<file path="src/design/dscm_pkg.sv">
// Shared constants, codes and types for the drive and steering command mapper.
package dscm_pkg;

   // Fixed-point unit: 4096 stands for 1.0 (Q12 fraction).
   localparam int unsigned Q12_ONE = 4096;
   // Largest magnitude that still counts as "no motion" (|x| * 100 <= 4096).
   localparam int unsigned ACT_LIMIT = Q12_ONE / 100;
   // Largest drive magnitude inside the deadband (|x| * 20 < 4096).
   localparam int unsigned DEAD_LIMIT = Q12_ONE / 20;

   localparam int unsigned ANGLE_LIMIT = 180;
   localparam int unsigned PULSE_BASE  = 544;
   localparam int unsigned PULSE_SPAN  = 1856;
   localparam int unsigned PULSE_W     = 12;

   // Serial multiplier: one multiplier bit per cycle.
   localparam int unsigned MUL_W     = 16;
   localparam int unsigned MUL_CNT_W = $clog2(MUL_W);

   // Serial divider for the servo pulse: angle * 1856 fits in 19 bits.
   localparam int unsigned DIV_W         = 19;
   localparam int unsigned DIV_CNT_W     = $clog2(DIV_W);
   localparam int unsigned PULSE_DIVISOR = ANGLE_LIMIT;
   localparam int unsigned DIVISOR_W     = 8;
   localparam int unsigned QUO_W         = 11;

   // Register reset values.
   localparam logic [7:0]  RST_STEER_MIN    = 8'd115;
   localparam logic [7:0]  RST_STEER_CENTER = 8'd135;
   localparam logic [7:0]  RST_STEER_MAX    = 8'd145;
   localparam logic [7:0]  RST_DUTY_FLOOR   = 8'd60;
   localparam logic [7:0]  RST_DUTY_CEILING = 8'd255;
   localparam logic [15:0] RST_SPEED_GAIN   = 16'd4096;
   localparam logic [15:0] RST_TURN_GAIN    = 16'd4096;
   localparam logic [15:0] RST_TIMEOUT_MS   = 16'd1000;

   typedef enum logic [2:0] {
      REQ_VELOCITY = 3'd0,
      REQ_DRIVE    = 3'd1,
      REQ_STEER    = 3'd2,
      REQ_BRAKE    = 3'd3,
      REQ_TICK     = 3'd4
   } req_kind_type;

   typedef enum logic [2:0] {
      CSR_STEER_MIN    = 3'd0,
      CSR_STEER_CENTER = 3'd1,
      CSR_STEER_MAX    = 3'd2,
      CSR_DUTY_FLOOR   = 3'd3,
      CSR_DUTY_CEILING = 3'd4,
      CSR_SPEED_GAIN   = 3'd5,
      CSR_TURN_GAIN    = 3'd6,
      CSR_TIMEOUT_MS   = 3'd7
   } csr_index_type;

endpackage

</file>
<file path="src/design/dscm_ser_mul.sv">
// Bit-serial shift-and-add multiplier, one multiplier bit per cycle.
module dscm_ser_mul (
   input  logic                             clock,
   input  logic                             reset,
   input  logic                             start,
   input  logic [dscm_pkg::MUL_W-1:0]       mul_a,
   input  logic [dscm_pkg::MUL_W-1:0]       mul_b,
   output logic                             done,
   output logic [2*dscm_pkg::MUL_W-1:0]     product
);

   localparam int unsigned W = dscm_pkg::MUL_W;

   logic [2*W-1:0]                    acc_ff, acc_in;
   logic [W-1:0]                      a_ff, a_in;
   logic [dscm_pkg::MUL_CNT_W-1:0]    cnt_ff, cnt_in;
   logic                              busy_ff, busy_in;
   logic                              done_ff, done_in;
   logic [W:0]                        sum;

   // The low half starts as the multiplier and shifts out LSB first while
   // partial sums enter the high half.
   always_comb begin
      sum     = {1'b0, acc_ff[2*W-1:W]} + {1'b0, (acc_ff[0] ? a_ff : {W{1'b0}})};
      acc_in  = acc_ff;
      a_in    = a_ff;
      cnt_in  = cnt_ff;
      busy_in = busy_ff;
      done_in = 1'b0;
      if (start) begin
         acc_in  = {{W{1'b0}}, mul_b};
         a_in    = mul_a;
         cnt_in  = '0;
         busy_in = 1'b1;
      end else if (busy_ff) begin
         acc_in = {sum, acc_ff[W-1:1]};
         cnt_in = cnt_ff + 1'b1;
         if (cnt_ff == dscm_pkg::MUL_CNT_W'(W - 1)) begin
            busy_in = 1'b0;
            done_in = 1'b1;
         end
      end
   end

   always_ff @(posedge clock) begin
      if (reset) begin
         cnt_ff  <= '0;
         busy_ff <= 1'b0;
         done_ff <= 1'b0;
      end else begin
         cnt_ff  <= cnt_in;
         busy_ff <= busy_in;
         done_ff <= done_in;
      end
   end

   always_ff @(posedge clock) begin
      acc_ff <= acc_in;
      a_ff   <= a_in;
   end

   assign done    = done_ff;
   assign product = acc_ff;

endmodule

</file>
<file path="src/design/dscm_ser_div.sv">
// Restoring divider by the constant 180, one quotient bit per cycle.
module dscm_ser_div (
   input  logic                           clock,
   input  logic                           reset,
   input  logic                           start,
   input  logic [dscm_pkg::DIV_W-1:0]     dividend,
   output logic                           done,
   output logic [dscm_pkg::QUO_W-1:0]     quotient
);

   localparam int unsigned W  = dscm_pkg::DIV_W;
   localparam int unsigned DW = dscm_pkg::DIVISOR_W;

   logic [DW-1:0]                     rem_ff, rem_in;
   logic [W-1:0]                      shf_ff, shf_in;
   logic [dscm_pkg::DIV_CNT_W-1:0]    cnt_ff, cnt_in;
   logic                              busy_ff, busy_in;
   logic                              done_ff, done_in;
   logic [DW:0]                       trial;
   logic                              fits;

   // Dividend bits leave the top of the shift register while quotient bits
   // enter at the bottom.
   always_comb begin
      trial   = {rem_ff, shf_ff[W-1]};
      fits    = trial >= (DW + 1)'(dscm_pkg::PULSE_DIVISOR);
      rem_in  = rem_ff;
      shf_in  = shf_ff;
      cnt_in  = cnt_ff;
      busy_in = busy_ff;
      done_in = 1'b0;
      if (start) begin
         rem_in  = '0;
         shf_in  = dividend;
         cnt_in  = '0;
         busy_in = 1'b1;
      end else if (busy_ff) begin
         rem_in = fits ? DW'(trial - (DW + 1)'(dscm_pkg::PULSE_DIVISOR)) : trial[DW-1:0];
         shf_in = {shf_ff[W-2:0], fits};
         cnt_in = cnt_ff + 1'b1;
         if (cnt_ff == dscm_pkg::DIV_CNT_W'(W - 1)) begin
            busy_in = 1'b0;
            done_in = 1'b1;
         end
      end
   end

   always_ff @(posedge clock) begin
      if (reset) begin
         cnt_ff  <= '0;
         busy_ff <= 1'b0;
         done_ff <= 1'b0;
      end else begin
         cnt_ff  <= cnt_in;
         busy_ff <= busy_in;
         done_ff <= done_in;
      end
   end

   always_ff @(posedge clock) begin
      rem_ff <= rem_in;
      shf_ff <= shf_in;
   end

   assign done     = done_ff;
   assign quotient = shf_ff[dscm_pkg::QUO_W-1:0];

endmodule

</file>
<file path="src/design/drive_steer_command_mapper_unit.sv">
// Top level of the drive and steering command mapper: sequencer, state and ports.
//
//   Channel  Direction  Handshake              Payload
//   req      in         req_tvalid/req_tready  req_tdata (64), req_tuser (3)
//   rsp      out        rsp_tvalid/rsp_tready  rsp_tdata (32)
//   csr      in         csr_we                 csr_addr (3), csr_wdata (16)
//
// One request is worked on at a time. A tick, steer, brake or unknown request
// goes from decode straight to the 19-bit serial divider for the servo pulse.
// A velocity request with both linear and turn input makes up to four passes
// through the shared serial multiplier (speed, duty, turn and steering span;
// duty is skipped inside the deadband), then goes to the divider.
// Reset is synchronous and returns the configuration, mapper state, sequencer and
// response valid to reset values; latched request and working data are not reset.
// A new request is taken while the previous response still waits; the block stalls
// only if it finishes again before that response has been taken.
module drive_steer_command_mapper_unit (
   input  logic        clock,
   input  logic        reset,
   input  logic        req_tvalid,
   output logic        req_tready,
   // req_tdata, from bit 0 up: linear_speed (16), turn_rate (16),
   // drive_level (16), steer_request (16)
   input  logic [63:0] req_tdata,
   // req_tuser: req_type (3)
   input  logic [2:0]  req_tuser,
   output logic        rsp_tvalid,
   input  logic        rsp_tready,
   // rsp_tdata, from bit 0 up: duty (8), direction (2), steering angle (8),
   // servo_pulse_us (12), watchdog_armed (1), watchdog_fired (1)
   output logic [31:0] rsp_tdata,
   input  logic        csr_we,
   input  logic [2:0]  csr_addr,
   input  logic [15:0] csr_wdata
);

   // One-hot sequencer states.
   typedef enum logic [11:0] {
      ST_IDLE   = 12'b0000_0000_0001,
      ST_DECODE = 12'b0000_0000_0010,
      ST_SPEED  = 12'b0000_0000_0100,
      ST_DRIVE  = 12'b0000_0000_1000,
      ST_DUTY   = 12'b0000_0001_0000,
      ST_TURN   = 12'b0000_0010_0000,
      ST_TURNW  = 12'b0000_0100_0000,
      ST_SPAN   = 12'b0000_1000_0000,
      ST_STEERW = 12'b0001_0000_0000,
      ST_PULSE  = 12'b0010_0000_0000,
      ST_PULSEW = 12'b0100_0000_0000,
      ST_EMIT   = 12'b1000_0000_0000
   } state_type;

   localparam int unsigned MW = dscm_pkg::MUL_W;

   // Magnitude of a two's complement word; the most negative value maps to 2^15.
   function automatic logic [15:0] mag16(input logic [15:0] x);
      return x[15] ? (~x + 16'd1) : x;
   endfunction

   // Clamp to the minimum, then the maximum (maximum wins when they cross),
   // then to the mechanical range 0 to 180 degrees.
   function automatic logic [7:0] steer_clamp(input logic signed [16:0] a,
                                              input logic [7:0] lo,
                                              input logic [7:0] hi);
      logic signed [16:0] r;
      r = a;
      if (r < $signed({9'b0, lo})) r = $signed({9'b0, lo});
      if (r > $signed({9'b0, hi})) r = $signed({9'b0, hi});
      if (r < 17'sd0) r = 17'sd0;
      if (r > $signed(17'(dscm_pkg::ANGLE_LIMIT))) r = $signed(17'(dscm_pkg::ANGLE_LIMIT));
      return r[7:0];
   endfunction

   state_type state_ff, state_in;

   // Configuration registers.
   logic [7:0]  steer_min_ff, steer_min_in;
   logic [7:0]  center_ff, center_in;
   logic [7:0]  steer_max_ff, steer_max_in;
   logic [7:0]  floor_ff, floor_in;
   logic [7:0]  ceiling_ff, ceiling_in;
   logic [15:0] speed_gain_ff, speed_gain_in;
   logic [15:0] turn_gain_ff, turn_gain_in;
   logic [15:0] timeout_ff, timeout_in;

   // Latched request.
   logic [2:0]         kind_ff, kind_in;
   logic signed [15:0] lin_ff, lin_in;
   logic signed [15:0] ang_ff, ang_in;
   logic signed [15:0] drv_ff, drv_in;
   logic signed [15:0] str_ff, str_in;

   // Mapper state.
   logic [15:0]        idle_ff, idle_in;
   logic               armed_ff, armed_in;
   logic               running_ff, running_in;
   logic [7:0]         duty_ff, duty_in;
   logic [1:0]         dir_ff, dir_in;
   logic [7:0]         angle_ff, angle_in;
   logic               fired_ff, fired_in;

   // Working registers between multiplier passes.
   logic signed [13:0] lvl_ff, lvl_in;
   logic [12:0]        nm_ff, nm_in;
   logic [dscm_pkg::PULSE_W-1:0] pulse_ff, pulse_in;

   // Output register.
   logic               rsp_valid_ff, rsp_valid_in;
   logic [31:0]        rsp_data_ff, rsp_data_in;

   // Shared serial units.
   logic               mul_start, mul_done;
   logic [MW-1:0]      mul_a, mul_b;
   logic [2*MW-1:0]    mul_prod;
   logic               div_start, div_done;
   logic [dscm_pkg::DIV_W-1:0] div_dividend;
   logic [dscm_pkg::QUO_W-1:0] div_q;

   // Derived values.
   logic [15:0]        lin_mag, ang_mag;
   logic               lin_act, ang_act;
   logic [19:0]        prod_q;
   logic [12:0]        prod_sat;
   logic signed [13:0] lin_lvl;
   logic signed [13:0] drv_lvl;
   logic [13:0]        lvl_abs;
   logic [12:0]        lvl_mag;
   logic [8:0]         dspan;
   logic [7:0]         dmag;
   logic [20:0]        total;
   logic [7:0]         pwm;
   logic               n_neg;
   logic [8:0]         span9;
   logic [7:0]         smag;
   logic signed [16:0] angle_goal;
   logic [15:0]        idle_nx;
   logic               fire;
   logic               turn_next;

   dscm_ser_mul u_mul (
      .clock   (clock),
      .reset   (reset),
      .start   (mul_start),
      .mul_a   (mul_a),
      .mul_b   (mul_b),
      .done    (mul_done),
      .product (mul_prod)
   );

   dscm_ser_div u_div (
      .clock    (clock),
      .reset    (reset),
      .start    (div_start),
      .dividend (div_dividend),
      .done     (div_done),
      .quotient (div_q)
   );

   always_comb begin
      lin_mag = mag16(lin_ff);
      ang_mag = mag16(ang_ff);
      lin_act = lin_mag > 16'(dscm_pkg::ACT_LIMIT);
      ang_act = ang_mag > 16'(dscm_pkg::ACT_LIMIT);

      // Q12 scaling: drop twelve fraction bits, saturate at 1.0.
      prod_q   = mul_prod[31:12];
      prod_sat = (prod_q > 20'(dscm_pkg::Q12_ONE)) ? 13'(dscm_pkg::Q12_ONE) : prod_q[12:0];
      lin_lvl  = lin_ff[15] ? -$signed({1'b0, prod_sat}) : $signed({1'b0, prod_sat});

      if (drv_ff > $signed(16'(dscm_pkg::Q12_ONE))) begin
         drv_lvl = $signed(14'(dscm_pkg::Q12_ONE));
      end else if (drv_ff < -$signed(16'(dscm_pkg::Q12_ONE))) begin
         drv_lvl = -$signed(14'(dscm_pkg::Q12_ONE));
      end else begin
         drv_lvl = drv_ff[13:0];
      end

      lvl_abs = lvl_ff[13] ? 14'(-lvl_ff) : 14'(lvl_ff);
      lvl_mag = lvl_abs[12:0];

      // Duty = (floor * 4096 + m * (ceiling - floor)) >> 12. The sum never goes
      // negative because m is at most 4096.
      dspan = {1'b0, ceiling_ff} - {1'b0, floor_ff};
      dmag  = dspan[8] ? 8'(-dspan) : dspan[7:0];
      total = dspan[8] ? ({1'b0, floor_ff, 12'b0} - {1'b0, mul_prod[19:0]})
                       : ({1'b0, floor_ff, 12'b0} + {1'b0, mul_prod[19:0]});
      pwm   = total[19:12];

      // Steering uses the half of the range on the side of the turn.
      n_neg = ang_ff[15];
      span9 = n_neg ? ({1'b0, center_ff} - {1'b0, steer_min_ff})
                    : ({1'b0, steer_max_ff} - {1'b0, center_ff});
      smag  = span9[8] ? 8'(-span9) : span9[7:0];
      angle_goal = (n_neg ^ span9[8])
                 ? $signed({9'b0, center_ff}) - $signed({9'b0, mul_prod[19:12]})
                 : $signed({9'b0, center_ff}) + $signed({9'b0, mul_prod[19:12]});

      idle_nx = (idle_ff == 16'hFFFF) ? idle_ff : idle_ff + 16'd1;
      fire    = armed_ff && running_ff && (idle_nx > timeout_ff);

      // After the drive update a velocity request with a turn goes on to steer.
      turn_next = (kind_ff == dscm_pkg::REQ_VELOCITY) && ang_act;

      div_dividend = dscm_pkg::DIV_W'(angle_ff) * dscm_pkg::DIV_W'(dscm_pkg::PULSE_SPAN);
   end

   // Configuration writes.
   always_comb begin
      steer_min_in  = steer_min_ff;
      center_in     = center_ff;
      steer_max_in  = steer_max_ff;
      floor_in      = floor_ff;
      ceiling_in    = ceiling_ff;
      speed_gain_in = speed_gain_ff;
      turn_gain_in  = turn_gain_ff;
      timeout_in    = timeout_ff;
      if (csr_we) begin
         case (csr_addr)
            dscm_pkg::CSR_STEER_MIN:    steer_min_in  = csr_wdata[7:0];
            dscm_pkg::CSR_STEER_CENTER: center_in     = csr_wdata[7:0];
            dscm_pkg::CSR_STEER_MAX:    steer_max_in  = csr_wdata[7:0];
            dscm_pkg::CSR_DUTY_FLOOR:   floor_in      = csr_wdata[7:0];
            dscm_pkg::CSR_DUTY_CEILING: ceiling_in    = csr_wdata[7:0];
            dscm_pkg::CSR_SPEED_GAIN:   speed_gain_in = csr_wdata;
            dscm_pkg::CSR_TURN_GAIN:    turn_gain_in  = csr_wdata;
            dscm_pkg::CSR_TIMEOUT_MS:   timeout_in    = csr_wdata;
            default: ;
         endcase
      end
   end

   // Sequencer. Each velocity request walks speed scaling, drive mapping,
   // turn scaling and the steering map, skipping what the inputs do not need.
   always_comb begin
      state_in     = state_ff;
      kind_in      = kind_ff;
      lin_in       = lin_ff;
      ang_in       = ang_ff;
      drv_in       = drv_ff;
      str_in       = str_ff;
      idle_in      = idle_ff;
      armed_in     = armed_ff;
      running_in   = running_ff;
      duty_in      = duty_ff;
      dir_in       = dir_ff;
      angle_in     = angle_ff;
      fired_in     = fired_ff;
      lvl_in       = lvl_ff;
      nm_in        = nm_ff;
      pulse_in     = pulse_ff;
      rsp_data_in  = rsp_data_ff;
      rsp_valid_in = rsp_valid_ff && !rsp_tready;
      mul_start    = 1'b0;
      mul_a        = '0;
      mul_b        = '0;
      div_start    = 1'b0;

      case (state_ff)
         ST_IDLE: begin
            if (req_tvalid) begin
               kind_in  = req_tuser;
               lin_in   = req_tdata[15:0];
               ang_in   = req_tdata[31:16];
               drv_in   = req_tdata[47:32];
               str_in   = req_tdata[63:48];
               state_in = ST_DECODE;
            end
         end
         ST_DECODE: begin
            fired_in = 1'b0;
            state_in = ST_PULSE;
            case (kind_ff)
               dscm_pkg::REQ_VELOCITY: begin
                  idle_in  = '0;
                  armed_in = 1'b1;
                  if (lin_act) begin
                     mul_start = 1'b1;
                     mul_a     = lin_mag;
                     mul_b     = speed_gain_ff;
                     state_in  = ST_SPEED;
                  end else if (!ang_act) begin
                     // Both inputs at rest: stop and straighten the wheels.
                     running_in = 1'b0;
                     duty_in    = '0;
                     dir_in     = '0;
                     angle_in   = steer_clamp($signed({9'b0, center_ff}),
                                              steer_min_ff, steer_max_ff);
                  end else begin
                     state_in = ST_TURN;
                  end
               end
               dscm_pkg::REQ_DRIVE: begin
                  idle_in  = '0;
                  lvl_in   = drv_lvl;
                  state_in = ST_DRIVE;
               end
               dscm_pkg::REQ_STEER: begin
                  idle_in  = '0;
                  angle_in = steer_clamp({str_ff[15], str_ff}, steer_min_ff, steer_max_ff);
               end
               dscm_pkg::REQ_BRAKE: begin
                  running_in = 1'b0;
                  duty_in    = '0;
                  dir_in     = '0;
                  armed_in   = 1'b0;
                  angle_in   = (center_ff > 8'(dscm_pkg::ANGLE_LIMIT))
                             ? 8'(dscm_pkg::ANGLE_LIMIT) : center_ff;
               end
               dscm_pkg::REQ_TICK: begin
                  idle_in = idle_nx;
                  if (fire) begin
                     running_in = 1'b0;
                     duty_in    = '0;
                     dir_in     = '0;
                     armed_in   = 1'b0;
                     fired_in   = 1'b1;
                  end
               end
               default: ;
            endcase
         end
         ST_SPEED: begin
            if (mul_done) begin
               lvl_in   = lin_lvl;
               state_in = ST_DRIVE;
            end
         end
         ST_DRIVE: begin
            if (lvl_mag <= 13'(dscm_pkg::DEAD_LIMIT)) begin
               // Inside the deadband the motor stops.
               running_in = 1'b0;
               duty_in    = '0;
               dir_in     = '0;
               state_in   = turn_next ? ST_TURN : ST_PULSE;
            end else begin
               mul_start = 1'b1;
               mul_a     = MW'(lvl_mag);
               mul_b     = MW'(dmag);
               state_in  = ST_DUTY;
            end
         end
         ST_DUTY: begin
            if (mul_done) begin
               if (pwm == 8'd0) begin
                  running_in = 1'b0;
                  duty_in    = '0;
                  dir_in     = '0;
               end else begin
                  running_in = 1'b1;
                  duty_in    = pwm;
                  dir_in     = lvl_ff[13] ? 2'b11 : 2'b01;
               end
               state_in = turn_next ? ST_TURN : ST_PULSE;
            end
         end
         ST_TURN: begin
            mul_start = 1'b1;
            mul_a     = ang_mag;
            mul_b     = turn_gain_ff;
            state_in  = ST_TURNW;
         end
         ST_TURNW: begin
            if (mul_done) begin
               nm_in    = prod_sat;
               state_in = ST_SPAN;
            end
         end
         ST_SPAN: begin
            mul_start = 1'b1;
            mul_a     = MW'(nm_ff);
            mul_b     = MW'(smag);
            state_in  = ST_STEERW;
         end
         ST_STEERW: begin
            if (mul_done) begin
               idle_in  = '0;
               angle_in = steer_clamp(angle_goal, steer_min_ff, steer_max_ff);
               state_in = ST_PULSE;
            end
         end
         ST_PULSE: begin
            div_start = 1'b1;
            state_in  = ST_PULSEW;
         end
         ST_PULSEW: begin
            if (div_done) begin
               pulse_in = dscm_pkg::PULSE_W'(dscm_pkg::PULSE_BASE)
                        + dscm_pkg::PULSE_W'(div_q);
               state_in = ST_EMIT;
            end
         end
         ST_EMIT: begin
            // Wait here only while the previous response is still unclaimed.
            if (!rsp_valid_ff || rsp_tready) begin
               rsp_data_in  = {fired_ff, armed_ff, pulse_ff, angle_ff, dir_ff, duty_ff};
               rsp_valid_in = 1'b1;
               state_in     = ST_IDLE;
            end
         end
         default: state_in = ST_IDLE;
      endcase
   end

   always_ff @(posedge clock) begin
      if (reset) begin
         state_ff      <= ST_IDLE;
         steer_min_ff  <= dscm_pkg::RST_STEER_MIN;
         center_ff     <= dscm_pkg::RST_STEER_CENTER;
         steer_max_ff  <= dscm_pkg::RST_STEER_MAX;
         floor_ff      <= dscm_pkg::RST_DUTY_FLOOR;
         ceiling_ff    <= dscm_pkg::RST_DUTY_CEILING;
         speed_gain_ff <= dscm_pkg::RST_SPEED_GAIN;
         turn_gain_ff  <= dscm_pkg::RST_TURN_GAIN;
         timeout_ff    <= dscm_pkg::RST_TIMEOUT_MS;
         idle_ff       <= '0;
         armed_ff      <= 1'b0;
         running_ff    <= 1'b0;
         duty_ff       <= '0;
         dir_ff        <= '0;
         angle_ff      <= dscm_pkg::RST_STEER_CENTER;
         fired_ff      <= 1'b0;
         rsp_valid_ff  <= 1'b0;
      end else begin
         state_ff      <= state_in;
         steer_min_ff  <= steer_min_in;
         center_ff     <= center_in;
         steer_max_ff  <= steer_max_in;
         floor_ff      <= floor_in;
         ceiling_ff    <= ceiling_in;
         speed_gain_ff <= speed_gain_in;
         turn_gain_ff  <= turn_gain_in;
         timeout_ff    <= timeout_in;
         idle_ff       <= idle_in;
         armed_ff      <= armed_in;
         running_ff    <= running_in;
         duty_ff       <= duty_in;
         dir_ff        <= dir_in;
         angle_ff      <= angle_in;
         fired_ff      <= fired_in;
         rsp_valid_ff  <= rsp_valid_in;
      end
   end

   always_ff @(posedge clock) begin
      kind_ff     <= kind_in;
      lin_ff      <= lin_in;
      ang_ff      <= ang_in;
      drv_ff      <= drv_in;
      str_ff      <= str_in;
      lvl_ff      <= lvl_in;
      nm_ff       <= nm_in;
      pulse_ff    <= pulse_in;
      rsp_data_ff <= rsp_data_in;
   end

   assign req_tready = (state_ff == ST_IDLE);
   assign rsp_tvalid = rsp_valid_ff;
   assign rsp_tdata  = rsp_data_ff;

   // A multiplier result must land while the sequencer is waiting for it.
   a_mul_done_waits: assert property (@(posedge clock) disable iff (reset)
      mul_done |-> (state_ff == ST_SPEED || state_ff == ST_DUTY ||
                    state_ff == ST_TURNW || state_ff == ST_STEERW))
      else $error("multiplier finished outside a wait state");

   a_div_done_waits: assert property (@(posedge clock) disable iff (reset)
      div_done |-> (state_ff == ST_PULSEW))
      else $error("divider finished outside the pulse wait state");

   // Running, a nonzero duty and a nonzero direction always go together.
   a_motor_consistent: assert property (@(posedge clock) disable iff (reset)
      (running_ff == (duty_ff != 8'd0)) && (running_ff == (dir_ff != 2'd0)))
      else $error("motor state registers disagree");

   a_angle_in_range: assert property (@(posedge clock) disable iff (reset)
      angle_ff <= 8'(dscm_pkg::ANGLE_LIMIT))
      else $error("steering angle beyond mechanical range");

endmodule

</file>
<file path="config.mk">
export PLATFORM = sky130hd
export DESIGN_NAME = drive_steer_command_mapper_unit
export DESIGN_NICKNAME = d
export VERILOG_FILES = /design/src/design/dscm_pkg.sv /design/src/design/dscm_ser_mul.sv /design/src/design/dscm_ser_div.sv /design/src/design/drive_steer_command_mapper_unit.sv
export SDC_FILE = /design/constraint.sdc
export NUM_CORES = 1
export LEC_CHECK = 0
export ABC_CLOCK_PERIOD_IN_PS = 16900
export BUFFER_PORTS_ARGS = -buffer_cell sky130_fd_sc_hd__buf_2
export CELL_PAD_IN_SITES_DETAIL_PLACEMENT = 1
export CELL_PAD_IN_SITES_GLOBAL_PLACEMENT = 2
export CORE_MARGIN = 2
export CORE_UTILIZATION = 23
export DETAILED_ROUTE_END_ITERATION = 10
export PLACE_DENSITY_LB_ADDON = 0.1
export SYNTH_ARGS = -nofsm -noshare
export SYNTH_HDL_FRONTEND = slang
export SYNTH_SLANG_ARGS = --single-unit
</file>
<file path="constraint.sdc">
create_clock -name clock -period 16.9 [get_ports clock]
set_clock_uncertainty 0.05 [all_clocks]
set_input_delay 2.535 -clock clock [delete_from_list [all_inputs] [get_ports clock]]
set_output_delay 2.535 -clock clock [all_outputs]
set_load 0.01 [all_outputs]
</file>
==> summary.txt <==
Yosys warning count - 0
Initial Util - 23.2%
RSZ-0062 raised after global routing - false
Maximum vdd drop - 0.0705 mV
Simple-Gate Fraction of Synth Area - 18.9%
Final instance area - 26,600 µm²
Routed length per instance - 22.6 µm
Total gr overflow - 0
Pre-CTS WS - 7.41 ns
Pwr Density - 113 nW/µm²
Final Routed Wirelength - 88.5 mm
Global-route met1 utilization - 23.4%
Sw frac - 34.7%
Routability cong. - 0.837
CP Max Fanout - 23
Met3 Usage GRT - 2.78%
DRT Pass-1 Iters - 6
Synth Cell Area - 22,800 µm²
#FFs+latches synth - 363
MaxCap Viol Count - 0
Number of global-route vias before repair - 20,300
Max Slew Vio Count - 0
Met2 GRT Util - 27.9%
Setup crit end kind - flip-flop
Pin count of the biggest net entering global routing - 75
Synth Area in Adders - 10.7%
H-tree depth - 2
Mux share of post-synthesis cell area - 3.28%
# clock sinks - 363
# hold bufs at CTS - 0
DIE AREA - 102,000 µm²
Syn_area_per_cell - 9.12 µm²
Core box area - 98,400 µm²
Yosys top cell area share - 24.1%
Final setup margin - 7.27 ns
First-pass GRT wire length - 133 mm
Synthesized Nets - 2,778
Tightest hold margin - 0.369 ns
Initial antenna violation count - 5
DRC violations left - 0
DP Area - 24,800 µm²
GRT busiest layer - met2
Synth area leader - edfxtp_1
Worst setup SP type - flip-flop
Top cells by area, synth - edfxtp_1 24%, dfxtp_1 16%, ha_1 9.0%
Number of enable flip-flop cells after synthesis - 183
R2R setup slack - 7.27 ns
Clk_lat worst skew - 0.64 ns
Xor and xnor area share after synthesis - 4.87%
Crit share post-route - 57.0%
Final setup viols - 0
Pwr Total - 3.00 mW
Post-Syn Instances - 2,504
Clock Root Buffer - clkbuf_16
Layout area overhead - 16.3%
Num CTS Buffers - 50
Sequential power share - 34.7%
Hold Fails Final Rpt - 0
Post-detail-place hpwl - 67.5 mm
CP Data Arrival Time - 10.08 ns
PostCTS Resize Cnt - 0
Port bufs - 124
Final setup TNS - 0 ns
Antenna-violating nets left - 0
Number of DRC markers after the initial detailed-route iteration - 1,091
Worst EP required - 17.35 ns
Rows - 115
Postcts setup bufs - 0
Die height - 319 µm
CTS tree - built
Switching Power - 1.04 mW
Vias - 19,400
Vias per cell - 4.96
Worst-path clk slew - 0.06 ns
Setup CP Type - flip-flop to flip-flop
Slowest Stage Delay on Critical Path - 0.69 ns
I/O pin cnt - 125
Fin nets - 2,868
Compound-Gate Fraction of Synth Area - 18.1%
Internal power - 1.96 mW
Tmin final - 9.63 ns
Most frequent cell after synthesis - nand2_1
Hold WC Path Type - flip-flop to flip-flop
Max frequency - 104 MHz
CP max-delay cell - o21ai_1
Clock power frac - 37.0%
Cell mode on critical path - ha_1
Top FF cell, synth - edfxtp_1
Overall routing resource usage - 17.2%
Status - complete, no violations
Largest family of logic cells by synthesized area - simple AND/OR/NAND/NOR gates
Layout cells sized above 1 - 11.1%
Least-Margin Pin Slew - 1.10 ns
Post-synth cell types - 91
Slew headroom - 26.3%
Max Root-Sink Buffers - 3
Leak - 9.96 nW
Comb pwr share - 28.3%
Ys async rst share - 0%
Synth top cells by count - 296 x nand2_1, 185 x nor2_1, 183 x edfxtp_1
Post-synthesis sequential area ratio - 39.9%
Die X-Extent - 319 µm
==> worst max-delay path, delay by kind of cell, from the launching register on <==
family                     cells  cell delay [ns]
xor gates and xnor gates       1             0.17
adders and majority gates      5             1.83
DFF                            1             0.38
AOI/OAI and AO/OA             17             5.01
buffers and inverters          2             0.20
and+or+nand+nor               10             1.84
==> per-stage QoR <==
step,cells,utilization (%)
after global placement,3829,25.2
after detailed placement,3829,25.2
after CTS,3922,27.0
after global routing,3922,27.0
final,3923,27.0
after floorplan,2504,-
==> power groups by stage <==
stage,Sequential [mW],Combinational (mW),Clock [mW]
final,1.04,0.850,1.11
after global routing,1.05,0.945,1.19
after CTS,1.04,0.850,1.16
after detailed placement,1.06,0.845,0
after global placement,1.06,0.836,0
after floorplan,1.03,0.607,0
==> worst paths after layout <==
| kind | cells after the start | endpoint | start |
|---|---|---|---|
| setup / recovery | 35 | angle_ff[1]$_SDFFE_PP1P_ | center_ff[0]$_SDFFE_PP1P_ |
| hold / removal | 0 | rsp_tdata[23]$_DFFE_PP_ | pulse_ff[5]$_DFFE_PP_ |
| setup reg to reg | 35 | angle_ff[1]$_SDFFE_PP1P_ | center_ff[0]$_SDFFE_PP1P_ |
| hold reg to reg | 0 | rsp_tdata[23]$_DFFE_PP_ | pulse_ff[5]$_DFFE_PP_ |
==> cell type report <==
cell class              instances  area, µm²
well taps                    1287       1610
repair buffers                154        848
flip-flops and latches        363       9100
diodes                          1       2.50
clock buffers                  74       1480
inverters                     138        518
multi-input cells            1887      12800
clock inverters                19        231
fillers                     11400      71900
==> kinds of logic after synthesis <==
logic type,after synthesis
AND/OR/NAND/NOR,883
AO/OA/AOI/OAI,620
flip-flops,363
buffers and inverters,254
adder cells (fa/ha/maj),184
XOR/XNOR,127
multiplexers,73
==> registers in the layout (all words and copies together), names as in the netlist, 12 cells and up <==
register	cells
ang_ff	16
drv_ff	16
idle_ff	16
lin_ff	16
lvl_ff	14
nm_ff	13
pulse_ff	12
rsp_tdata	32
speed_gain_ff	16
state_ff	12
str_ff	16
timeout_ff	16
turn_gain_ff	16
u_div.shf_ff	19
u_mul.a_ff	16
u_mul.product	32
==> metal layers <==
| layer | vias to the layer above | part of all wire, % |
|---|---|---|
| li1 | 9352 | - |
| met1 | 9631 | 48 |
| met2 | 357 | 46 |
| met3 | 103 | 4.0 |
| met4 | 2 | 2.3 |
| met5 | - | 0.016 |
==> layout by cell type, fill, tap and decap left out, types with 15 or more instances in the layout <==
| cell type | synthesis | final |
|---|---|---|
| a211oi_1 | 28 | 28 |
| a21o_1 | 19 | 19 |
| a21oi_1 | 162 | 162 |
| a22oi_1 | 27 | 27 |
| a31oi_1 | 20 | 20 |
| and2_1 | 32 | 32 |
| buf_2 | 8 | 123 |
| buf_4 | 0 | 31 |
| clkbuf_16 | 0 | 53 |
| dfxtp_1 | 180 | 180 |
| edfxtp_1 | 183 | 183 |
| fa_1 | 18 | 18 |
| ha_1 | 165 | 165 |
| inv_1 | 135 | 135 |
| mux2_2 | 15 | 15 |
| mux2i_1 | 58 | 58 |
| nand2_1 | 296 | 296 |
| nand2b_1 | 29 | 29 |
| nand3_1 | 71 | 71 |
| nand3b_1 | 16 | 16 |
| nand4_1 | 29 | 29 |
| nor2_1 | 185 | 182 |
| nor2b_1 | 30 | 29 |
| nor3_1 | 62 | 62 |
| nor4_1 | 23 | 23 |
| o211ai_1 | 38 | 38 |
| o21a_1 | 23 | 23 |
| o21ai_0 | 128 | 128 |
| o31ai_1 | 19 | 19 |
| or3_1 | 33 | 33 |
| or4_1 | 17 | 17 |
| xnor2_1 | 83 | 83 |
| xor2_1 | 44 | 44 |
Power figures use the tool's default switching activity.
